[config.mk]
export PLATFORM = sky130hd
export DESIGN_NAME = led_blink_sequencer_rgb_frame
export DESIGN_NICKNAME = d
export VERILOG_FILES = /design/src/rtl/lbs_pkg.sv /design/src/rtl/lbs_seq.sv /design/src/rtl/lbs_tx.sv /design/src/rtl/led_blink_sequencer_rgb_frame.sv
export SDC_FILE = /design/constraint.sdc
export NUM_CORES = 1
export LEC_CHECK = 0
export BUFFER_PORTS_ARGS = -buffer_cell sky130_fd_sc_hd__buf_4
export CORE_UTILIZATION = 38
export CTS_BUF_LIST = sky130_fd_sc_hd__clkbuf_16
export CTS_CLUSTER_SIZE = 8
export DETAILED_ROUTE_END_ITERATION = 10
export GPL_TIMING_DRIVEN = 0
export PLACE_DENSITY = 0.58
export SLEW_MARGIN = 10
export SYNTH_ARGS = -nofsm -noshare
export SYNTH_HDL_FRONTEND = slang
export SYNTH_SLANG_ARGS = --single-unit
[constraint.sdc]
create_clock -name clk_i -period 11.4 [get_ports clk_i]
set_input_delay 1.14 -clock clk_i [delete_from_list [all_inputs] [get_ports clk_i]]
set_output_delay 1.14 -clock clk_i [all_outputs]
set_load 0.1 [all_outputs]
[src/rtl/lbs_pkg.sv]
// Shared types and constants for the LED blink sequencer with RGB frame output.
// Depends on nothing; every other file in rtl/ imports it.
package lbs_pkg;

  // Default parameter values for the top level.
  localparam int unsigned FrameBitsDef = 24;
  localparam int unsigned TimeWidthDef = 16;

  // Width of the stored colour word: red, green, blue bytes.
  localparam int unsigned ColourBits = 24;

  // Width of the configuration data bus.
  localparam int unsigned CfgDataW = 8;

  // Symbol timing in 100 ns units.
  localparam logic [3:0] SymOneHigh  = 4'd8;
  localparam logic [3:0] SymOneLow   = 4'd4;
  localparam logic [3:0] SymZeroHigh = 4'd4;
  localparam logic [3:0] SymZeroLow  = 4'd8;

  // Command codes. The fourth code is ignored.
  typedef enum logic [1:0] {
    CMD_TICK  = 2'd0,
    CMD_START = 2'd1,
    CMD_SET   = 2'd2
  } cmd_e;

  // Configuration register indexes.
  typedef enum logic {
    REG_RGB_MODE = 1'b0,
    REG_PIN_INV  = 1'b1
  } cfg_reg_e;

  // One input beat.
  typedef struct packed {
    logic [1:0]  command;
    logic [7:0]  blink_count;
    logic [15:0] time_on;
    logic [15:0] time_off;
    logic [7:0]  red_byte;
    logic [7:0]  green_byte;
    logic [7:0]  blue_byte;
    logic        level;
    logic        take_colour;
  } lbs_in_t;

  // One output beat.
  typedef struct packed {
    logic       pin_level;
    logic [3:0] high_time;
    logic [3:0] low_time;
    logic       last_symbol;
  } lbs_out_t;

  // Frame request from the sequencer to the symbol transmitter.
  typedef struct packed {
    logic valid;
    logic plain;
    logic pin;
  } lbs_req_t;

  // Builds one RGB symbol beat.
  function automatic lbs_out_t make_sym(input logic bit_val, input logic last);
    lbs_out_t s;
    s.pin_level   = 1'b0;
    s.high_time   = bit_val ? SymOneHigh : SymZeroHigh;
    s.low_time    = bit_val ? SymOneLow : SymZeroLow;
    s.last_symbol = last;
    return s;
  endfunction

endpackage

[src/rtl/lbs_seq.sv]
// Blink sequencer: input register, run state and the per-item state update.
// Depends on lbs_pkg; hands frame requests to lbs_tx.
module lbs_seq import lbs_pkg::*; #(
  parameter int unsigned FRAME_BITS = FrameBitsDef,
  parameter int unsigned TIME_WIDTH = TimeWidthDef
) (
  input  logic                  clk_i,
  input  logic                  rst_ni,
  input  logic                  in_valid_i,
  output logic                  in_stall_o,
  input  lbs_in_t               in_data_i,
  input  logic                  rgb_mode_i,
  input  logic                  pin_inv_i,
  input  logic                  load_ok_i,
  output lbs_req_t              req_o,
  output logic [FRAME_BITS-1:0] frame_o
);

  lbs_in_t                item_q;
  logic                   item_valid_q, item_valid_d;
  logic                   in_take, proc, drive;

  logic                   running_q, running_d;
  logic                   lit_q, lit_d;
  logic [7:0]             blinks_q, blinks_d, blinks_dec;
  logic [TIME_WIDTH-1:0]  on_q, on_d, off_q, off_d;
  logic [TIME_WIDTH-1:0]  elapsed_q, elapsed_d, elapsed_inc, dur;
  logic [ColourBits-1:0]  colour_q, colour_d, colour_in;

  // Input register: holds one beat until the state update can complete.
  assign in_stall_o   = item_valid_q && !proc;
  assign in_take      = in_valid_i && !in_stall_o;
  assign item_valid_d = in_take ? 1'b1 : (proc ? 1'b0 : item_valid_q);

  always_ff @(posedge clk_i or negedge rst_ni) begin
    if (!rst_ni) begin
      item_valid_q <= 1'b0;
    end else begin
      item_valid_q <= item_valid_d;
    end
  end

  always_ff @(posedge clk_i) begin
    if (in_take) begin
      item_q <= in_data_i;
    end
  end

  // Saturating elapsed count and the duration of the current phase.
  assign elapsed_inc = (elapsed_q != '1) ? elapsed_q + TIME_WIDTH'(1) : elapsed_q;
  assign dur         = lit_q ? on_q : off_q;
  assign blinks_dec  = lit_q ? blinks_q - 8'd1 : blinks_q;
  assign colour_in   = {item_q.red_byte, item_q.green_byte, item_q.blue_byte};

  // State update for the beat held in the input register.
  always_comb begin
    running_d = running_q;
    lit_d     = lit_q;
    blinks_d  = blinks_q;
    on_d      = on_q;
    off_d     = off_q;
    elapsed_d = elapsed_q;
    colour_d  = colour_q;
    drive     = 1'b0;
    case (item_q.command)
      CMD_START: begin
        blinks_d  = item_q.blink_count;
        on_d      = TIME_WIDTH'(item_q.time_on);
        off_d     = TIME_WIDTH'(item_q.time_off);
        colour_d  = colour_in;
        running_d = 1'b1;
        lit_d     = 1'b0;
        elapsed_d = '0;
      end
      CMD_SET: begin
        if (item_q.take_colour) begin
          colour_d = colour_in;
        end
        lit_d = item_q.level;
        drive = 1'b1;
      end
      CMD_TICK: begin
        if (running_q) begin
          if (elapsed_inc < dur) begin
            elapsed_d = elapsed_inc;
          end else begin
            // Phase over: toggle, count the blink on the falling edge.
            blinks_d  = blinks_dec;
            lit_d     = !lit_q;
            drive     = 1'b1;
            elapsed_d = '0;
            if (blinks_dec == 8'd0) begin
              running_d = 1'b0;
            end
          end
        end
      end
      default: begin
      end
    endcase
  end

  // A beat completes unless it drives the LED while the transmitter is busy.
  assign proc = item_valid_q && (!drive || load_ok_i);

  always_ff @(posedge clk_i or negedge rst_ni) begin
    if (!rst_ni) begin
      running_q <= 1'b0;
      lit_q     <= 1'b0;
      blinks_q  <= '0;
      on_q      <= '0;
      off_q     <= '0;
      elapsed_q <= '0;
      colour_q  <= '0;
    end else if (proc) begin
      running_q <= running_d;
      lit_q     <= lit_d;
      blinks_q  <= blinks_d;
      on_q      <= on_d;
      off_q     <= off_d;
      elapsed_q <= elapsed_d;
      colour_q  <= colour_d;
    end
  end

  // Frame contents: colour bits when lit, zeros above the colour word.
  for (genvar p = 0; p < FRAME_BITS; p++) begin : g_frame
    if (p < ColourBits) begin : g_col
      assign frame_o[p] = lit_d & colour_d[p];
    end else begin : g_pad
      assign frame_o[p] = 1'b0;
    end
  end

  assign req_o.valid = proc && drive;
  assign req_o.plain = !rgb_mode_i;
  assign req_o.pin   = lit_d ^ pin_inv_i;

endmodule

[src/rtl/lbs_tx.sv]
// Symbol transmitter: turns a frame request into output beats.
// Depends on lbs_pkg; fed by lbs_seq.
module lbs_tx import lbs_pkg::*; #(
  parameter int unsigned FRAME_BITS = FrameBitsDef
) (
  input  logic                  clk_i,
  input  logic                  rst_ni,
  input  lbs_req_t              req_i,
  input  logic [FRAME_BITS-1:0] frame_i,
  output logic                  load_ok_o,
  output logic                  out_valid_o,
  input  logic                  out_stall_i,
  output lbs_out_t              out_data_o
);

  localparam int unsigned CntW = $clog2(FRAME_BITS);

  lbs_out_t              out_q, out_d;
  logic                  out_valid_q, out_valid_d;
  logic [FRAME_BITS-1:0] sh_q, sh_d;
  logic [CntW-1:0]       cnt_q, cnt_d;
  logic                  out_take;

  // A new frame may load once the last beat of the current one leaves.
  assign out_take  = out_valid_q && !out_stall_i;
  assign load_ok_o = !out_valid_q || (out_take && cnt_q == '0);

  // Load a new frame, or step to the next symbol when a beat is taken.
  always_comb begin
    out_d       = out_q;
    out_valid_d = out_valid_q;
    sh_d        = sh_q;
    cnt_d       = cnt_q;
    if (req_i.valid) begin
      out_valid_d = 1'b1;
      if (req_i.plain) begin
        out_d.pin_level   = req_i.pin;
        out_d.high_time   = 4'd0;
        out_d.low_time    = 4'd0;
        out_d.last_symbol = 1'b1;
        cnt_d             = '0;
      end else begin
        out_d = make_sym(frame_i[FRAME_BITS-1], 1'b0);
        sh_d  = frame_i << 1;
        cnt_d = CntW'(FRAME_BITS - 1);
      end
    end else if (out_take) begin
      if (cnt_q != '0) begin
        out_d = make_sym(sh_q[FRAME_BITS-1], cnt_q == CntW'(1));
        sh_d  = sh_q << 1;
        cnt_d = cnt_q - CntW'(1);
      end else begin
        out_valid_d = 1'b0;
      end
    end
  end

  always_ff @(posedge clk_i or negedge rst_ni) begin
    if (!rst_ni) begin
      out_valid_q <= 1'b0;
      cnt_q       <= '0;
    end else begin
      out_valid_q <= out_valid_d;
      cnt_q       <= cnt_d;
    end
  end

  always_ff @(posedge clk_i) begin
    out_q <= out_d;
    sh_q  <= sh_d;
  end

  assign out_valid_o = out_valid_q;
  assign out_data_o  = out_q;

endmodule

[src/rtl/led_blink_sequencer_rgb_frame.sv]
// Top level of the status LED blink sequencer with RGB symbol frame output.
// Depends on lbs_pkg, lbs_seq and lbs_tx.
//
// Usage:
// - Input channel (in_valid_i / in_stall_o / in_data_i): one beat per command,
//   a one millisecond tick, a start blink or a set level.
// - Output channel (out_valid_o / out_stall_i / out_data_o): one beat per
//   symbol. In RGB mode an LED change gives FRAME_BITS beats, MSB first; in
//   plain mode it gives one pin level beat. The final beat has last_symbol.
// - Configuration (cfg_valid_i / cfg_ready_o): index 0 is rgb_mode, index 1
//   is pin_inverted, taken from bit 0 of cfg_data_i. Always ready.
// Timing: a beat is registered in the input register on accept; its state
// update then completes in the same cycle as the first symbol is loaded into
// the output register. Commands that do not drive the LED go at
// one per cycle. A command that drives the LED waits in the input register
// until the previous frame's last beat leaves, so the rate there is set by
// the symbol shifter: FRAME_BITS beats (or one in plain mode) per change,
// plus any output stall.
// Reset clears the run state and the colour, selects RGB mode and no pin
// inversion, and empties both registers. While the receiver stalls, the
// current beat holds and the input stalls once a second change is pending.
module led_blink_sequencer_rgb_frame import lbs_pkg::*; #(
  parameter int unsigned FRAME_BITS = FrameBitsDef,
  parameter int unsigned TIME_WIDTH = TimeWidthDef
) (
  input  logic                clk_i,
  input  logic                rst_ni,
  input  logic                in_valid_i,
  output logic                in_stall_o,
  input  lbs_in_t             in_data_i,
  output logic                out_valid_o,
  input  logic                out_stall_i,
  output lbs_out_t            out_data_o,
  input  logic                cfg_valid_i,
  output logic                cfg_ready_o,
  input  logic                cfg_index_i,
  input  logic [CfgDataW-1:0] cfg_data_i
);

  logic                  rgb_mode_q, pin_inv_q;
  logic                  load_ok;
  lbs_req_t              req;
  logic [FRAME_BITS-1:0] frame;

  // Configuration registers.
  assign cfg_ready_o = 1'b1;

  always_ff @(posedge clk_i or negedge rst_ni) begin
    if (!rst_ni) begin
      rgb_mode_q <= 1'b1;
      pin_inv_q  <= 1'b0;
    end else if (cfg_valid_i && cfg_ready_o) begin
      unique case (cfg_index_i)
        REG_RGB_MODE: rgb_mode_q <= cfg_data_i[0];
        REG_PIN_INV:  pin_inv_q  <= cfg_data_i[0];
        default: begin
        end
      endcase
    end
  end

  // Sequencer state and per-beat update.
  lbs_seq #(
    .FRAME_BITS(FRAME_BITS),
    .TIME_WIDTH(TIME_WIDTH)
  ) u_seq (
    .clk_i     (clk_i),
    .rst_ni    (rst_ni),
    .in_valid_i(in_valid_i),
    .in_stall_o(in_stall_o),
    .in_data_i (in_data_i),
    .rgb_mode_i(rgb_mode_q),
    .pin_inv_i (pin_inv_q),
    .load_ok_i (load_ok),
    .req_o     (req),
    .frame_o   (frame)
  );

  // Symbol shifter and output register.
  lbs_tx #(
    .FRAME_BITS(FRAME_BITS)
  ) u_tx (
    .clk_i      (clk_i),
    .rst_ni     (rst_ni),
    .req_i      (req),
    .frame_i    (frame),
    .load_ok_o  (load_ok),
    .out_valid_o(out_valid_o),
    .out_stall_i(out_stall_i),
    .out_data_o (out_data_o)
  );

  // A frame is only handed over when the transmitter can take it.
  a_req_fits: assert property (@(posedge clk_i) disable iff (!rst_ni)
    req.valid |-> load_ok)
    else $error("frame request while transmitter busy");

  // RGB symbols carry one of the two legal timing pairs.
  a_sym_timing: assert property (@(posedge clk_i) disable iff (!rst_ni)
    (out_valid_o && out_data_o.high_time != 4'd0) |->
      ((out_data_o.high_time == SymOneHigh && out_data_o.low_time == SymOneLow) ||
       (out_data_o.high_time == SymZeroHigh && out_data_o.low_time == SymZeroLow)))
    else $error("bad symbol timing");

  // A plain beat with the pin level high is always a single, final beat with no timing.
  a_plain_beat: assert property (@(posedge clk_i) disable iff (!rst_ni)
    (out_valid_o && out_data_o.pin_level) |->
      (out_data_o.high_time == 4'd0 && out_data_o.last_symbol))
    else $error("plain pin beat malformed");

endmodule
==> results_dict.tcl <==
set metrics [dict create \
    regArea_um2 5130 \
    cap_violations 0 \
    synth_ff_type "edfxtp_1" \
    drv_slew 0 \
    clock_skew_ns 0.0142 \
    muxShareOfSynthArea_pct 6.43 \
    avgSynthCellArea_um2 12.2 \
    grt_pass1_vias 5881 \
    die_y_um 152 \
    relSlewSlack_pct 32.4 \
    start_util_pct 39.0 \
    required_ns 10.26 \
    vias_per_cell 5.21 \
    failed_checks "design-rule violations" \
    cp_max_fo 6 \
    synth_top_area_share_pct 33.2 \
    die_area_um2 23200 \
    most-common-layout-cells "120 x nand2_1, 95 x edfxtp_1, 90 x buf_4, 90 x dfrtp_1, 36 x a22o_1" \
    cts_resized 0 \
    wirelength_um 18300 \
    cts_buffers 17 \
    cts_tree "yes" \
    synth_cells 705 \
    wl_per_cell_um 16.6 \
    grt_usage_pct 16.8 \
    placed_area_um2 9630 \
    combPwrFrac_pct 21.7 \
    fin_crit_ns 6.17 \
    htreeDepth 4 \
    tightest_slew_ns 1.01 \
    grt_max_degree 92 \
    p_sw_uw 600 \
    seqPwrFrac_pct 47.4 \
    drtIter0Drc 321 \
    worst_hold_slack_ns 0.452 \
    overflow 0 \
    post_cts_buffers 0 \
    antenna_found_initial 0 \
    design_area_um2 10200 \
    layout_commonest_cell "nand2_1" \
    synthSimpleGateAreaFrac_pct 12.8 \
    yosysUniqueCellTypes 57 \
    grt_pass1_wl_um 30800 \
    synth_compound_area_share_pct 12.5 \
    root_buffer "clkbuf_16" \
    path_delay_family "simple AND/OR/NAND/NOR gates" \
    firstDrtPassIters 7 \
    clock_sinks 186 \
    max_freq_ghz 0.162 \
    hold_class "reg -> reg" \
    synthArstFlopShare_pct 48.9 \
    switching_share_pct 31.4 \
    ys_warn_count 0 \
    detail-route-antenna-nets 0 \
    place.gp.congestion 0.781 \
    crit_chain "ha_1 -> and3_1 -> a2111oi_2 -> and3_1 -> clkbuf_1 -> nand3_1 -> xnor2_1 -> ha_1 -> nand4_1 -> a31o_2 -> o211a_1 -> o21a_1 -> or3b_2 -> nor2_1 -> buf_4" \
    r2r_slack_ns 5.87 \
    area_growth_syn_to_layout_pct 18.8 \
    start_kind "register" \
    hold_buffers 0 \
    rsz0062_at_grt "no" \
    dieWidth_um 152 \
    core-area_um2 22000 \
    synth_top_family_by_area "simple AND/OR/NAND/NOR gates" \
    powerDensity_nw_per_um2 187 \
    finalSetupViolCount 0 \
    clockBufferDepth 2 \
    arrival_ns 5.03 \
    ir_drop_mv 0.0920 \
    hold_viol 0 \
    path_buf_inv 2 \
    power_leakage_uw 0.00420 \
    cp_slowest_cell "a2111oi_2" \
    fillers 2012 \
    outcome "finished, violations left" \
    insertion_delay_ns 0.43 \
    drive_gt1_share_pct 18.6 \
    ys_seq_elements 186 \
    cp-end-kind "primary output" \
    synth_area_leaders "edfxtp_1 33%, dfrtp_1 26%, nand2_1 5.2%" \
    synth_xor_area_share_pct 1.93 \
    p_int_uw 1310 \
    synth_edf_count 95 \
    clkPwrFrac_pct 30.8 \
    num_rows 54 \
    port_buffers 82 \
    fin_tns_setup_ns 0 \
    ys_seq_area_share_pct 59.7 \
    multi_input_area_um2 3210 \
    critPathMaxStageDelay_ns 0.50 \
    drc_errors 6 \
    timing_worst_setup_path_type "reg -> out" \
    synth_area_leader_cell "edfxtp_1" \
    dp_hpwl_um 12300 \
    io_pins 95 \
    vias 5750 \
    antenna_cells 0 \
    fin_crit_sh_pct 54.1 \
    clk_pin_slew_ns 0.08 \
    syn_area_um2 8600 \
    synth_fa_ha_area_share_pct 3.35 \
    nNetsFinal 916 \
]
==> cells in the mapped netlist, types with 13 or more instances <==
master and instances:
a21oi_1 13, a22o_1 36, clkbuf_1 23, dfrtp_1 90, edfxtp_1 95, ha_1 23, mux2_1 30, mux2i_1 17
nand2_1 120, nand3_1 16, nor2_1 20, o21ai_0 23, o2bb2ai_1 24
==> logic make-up (layout without fill, tap and decap cells) <==
| family | count (synthesis) | in the layout |
|---|---|---|
| simple gates | 226 | 226 |
| other cells | 2 | 5 |
| mux | 51 | 51 |
| flops | 186 | 186 |
| xor+xnor | 19 | 19 |
| compound gates | 143 | 143 |
| buf+inv | 55 | 171 |
| fa+ha+maj | 23 | 23 |
==> power groups by stage <==
stage               combinational, µW  clock (µW)  sequential [µW]
floorplan                         273           0              939
global placement                  407           0              920
detailed placement                417           0              920
CTS                               419         603              907
global route                      464         636              923
finish                            416         590              908
==> state kept, by name, indices dropped and copies added, names as in the netlist <==
signal and count:
u_tx.out_data_o 4, u_seq.on_q 16, u_seq.item_valid_q 1, u_tx.out_valid_o 1, u_seq.elapsed_q 16, u_seq.colour_q 24, u_tx.cnt_q 5, u_seq.lit_q 1
u_seq.item_q 44, u_seq.colour_in 24, u_seq.blinks_q 8, rgb_mode_q 1, u_tx.sh_q 23, u_seq.off_q 16, u_seq.running_q 1, pin_inv_q 1
==> layout make-up <==
class / count / share of cell area (%)
Buffer: 45 / 2.31
Clock buffer: 17 / 4.16
Clock inverter: 15 / 1.53
Inverter: 10 / 0.367
Multi-Input combinational cell: 467 / 31.5
Sequential cell: 186 / 50.2
Tap cell: 280 / 3.43
Timing Repair Buffer: 84 / 6.53
==> through the flow <==
stage / worst slack [ns] / std cells / power [µW] / util, %
6_report: 5.23 / 1104 / 1910 / 46.4
5_1_grt: 4.91 / 1104 / 2020 / 46.4
4_1_cts: 5.23 / 1104 / 1930 / 46.4
3_5_place_dp: 5.72 / 1072 / 1340 / 43.7
3_3_place_gp: 2.41 / 1070 / 1330 / 43.5
2_1_floorplan: 4.23 / 708 / 1210 / -
==> layer usage <==
layer	part of all wire, %	vias up	track usage (%)
li1	-	2806	-
met1	51	2821	24.2
met2	45	114	25.8
met3	3.6	9	3.38
met4	0.85	0	4.09
met5	0	-	0
==> worst paths after layout <==
| check | start | end | depth (start not counted) |
|---|---|---|---|
| worst min-delay path | u_seq.item_q[45] | u_seq.on_q[3] | 1 |
| max in group asynchronous | rst_ni | u_seq.colour_q[12] | 1 |
| worst max register to register | u_seq.elapsed_q[0] | u_tx.sh_q[10] | 16 |
| worst max-delay path | u_seq.elapsed_q[0] | in_stall_o | 15 |
| min in group asynchronous | rst_ni | u_seq.off_q[13] | 1 |
| worst min register to register | u_seq.item_q[45] | u_seq.on_q[3] | 1 |
(Power assumes the default switching activity.)
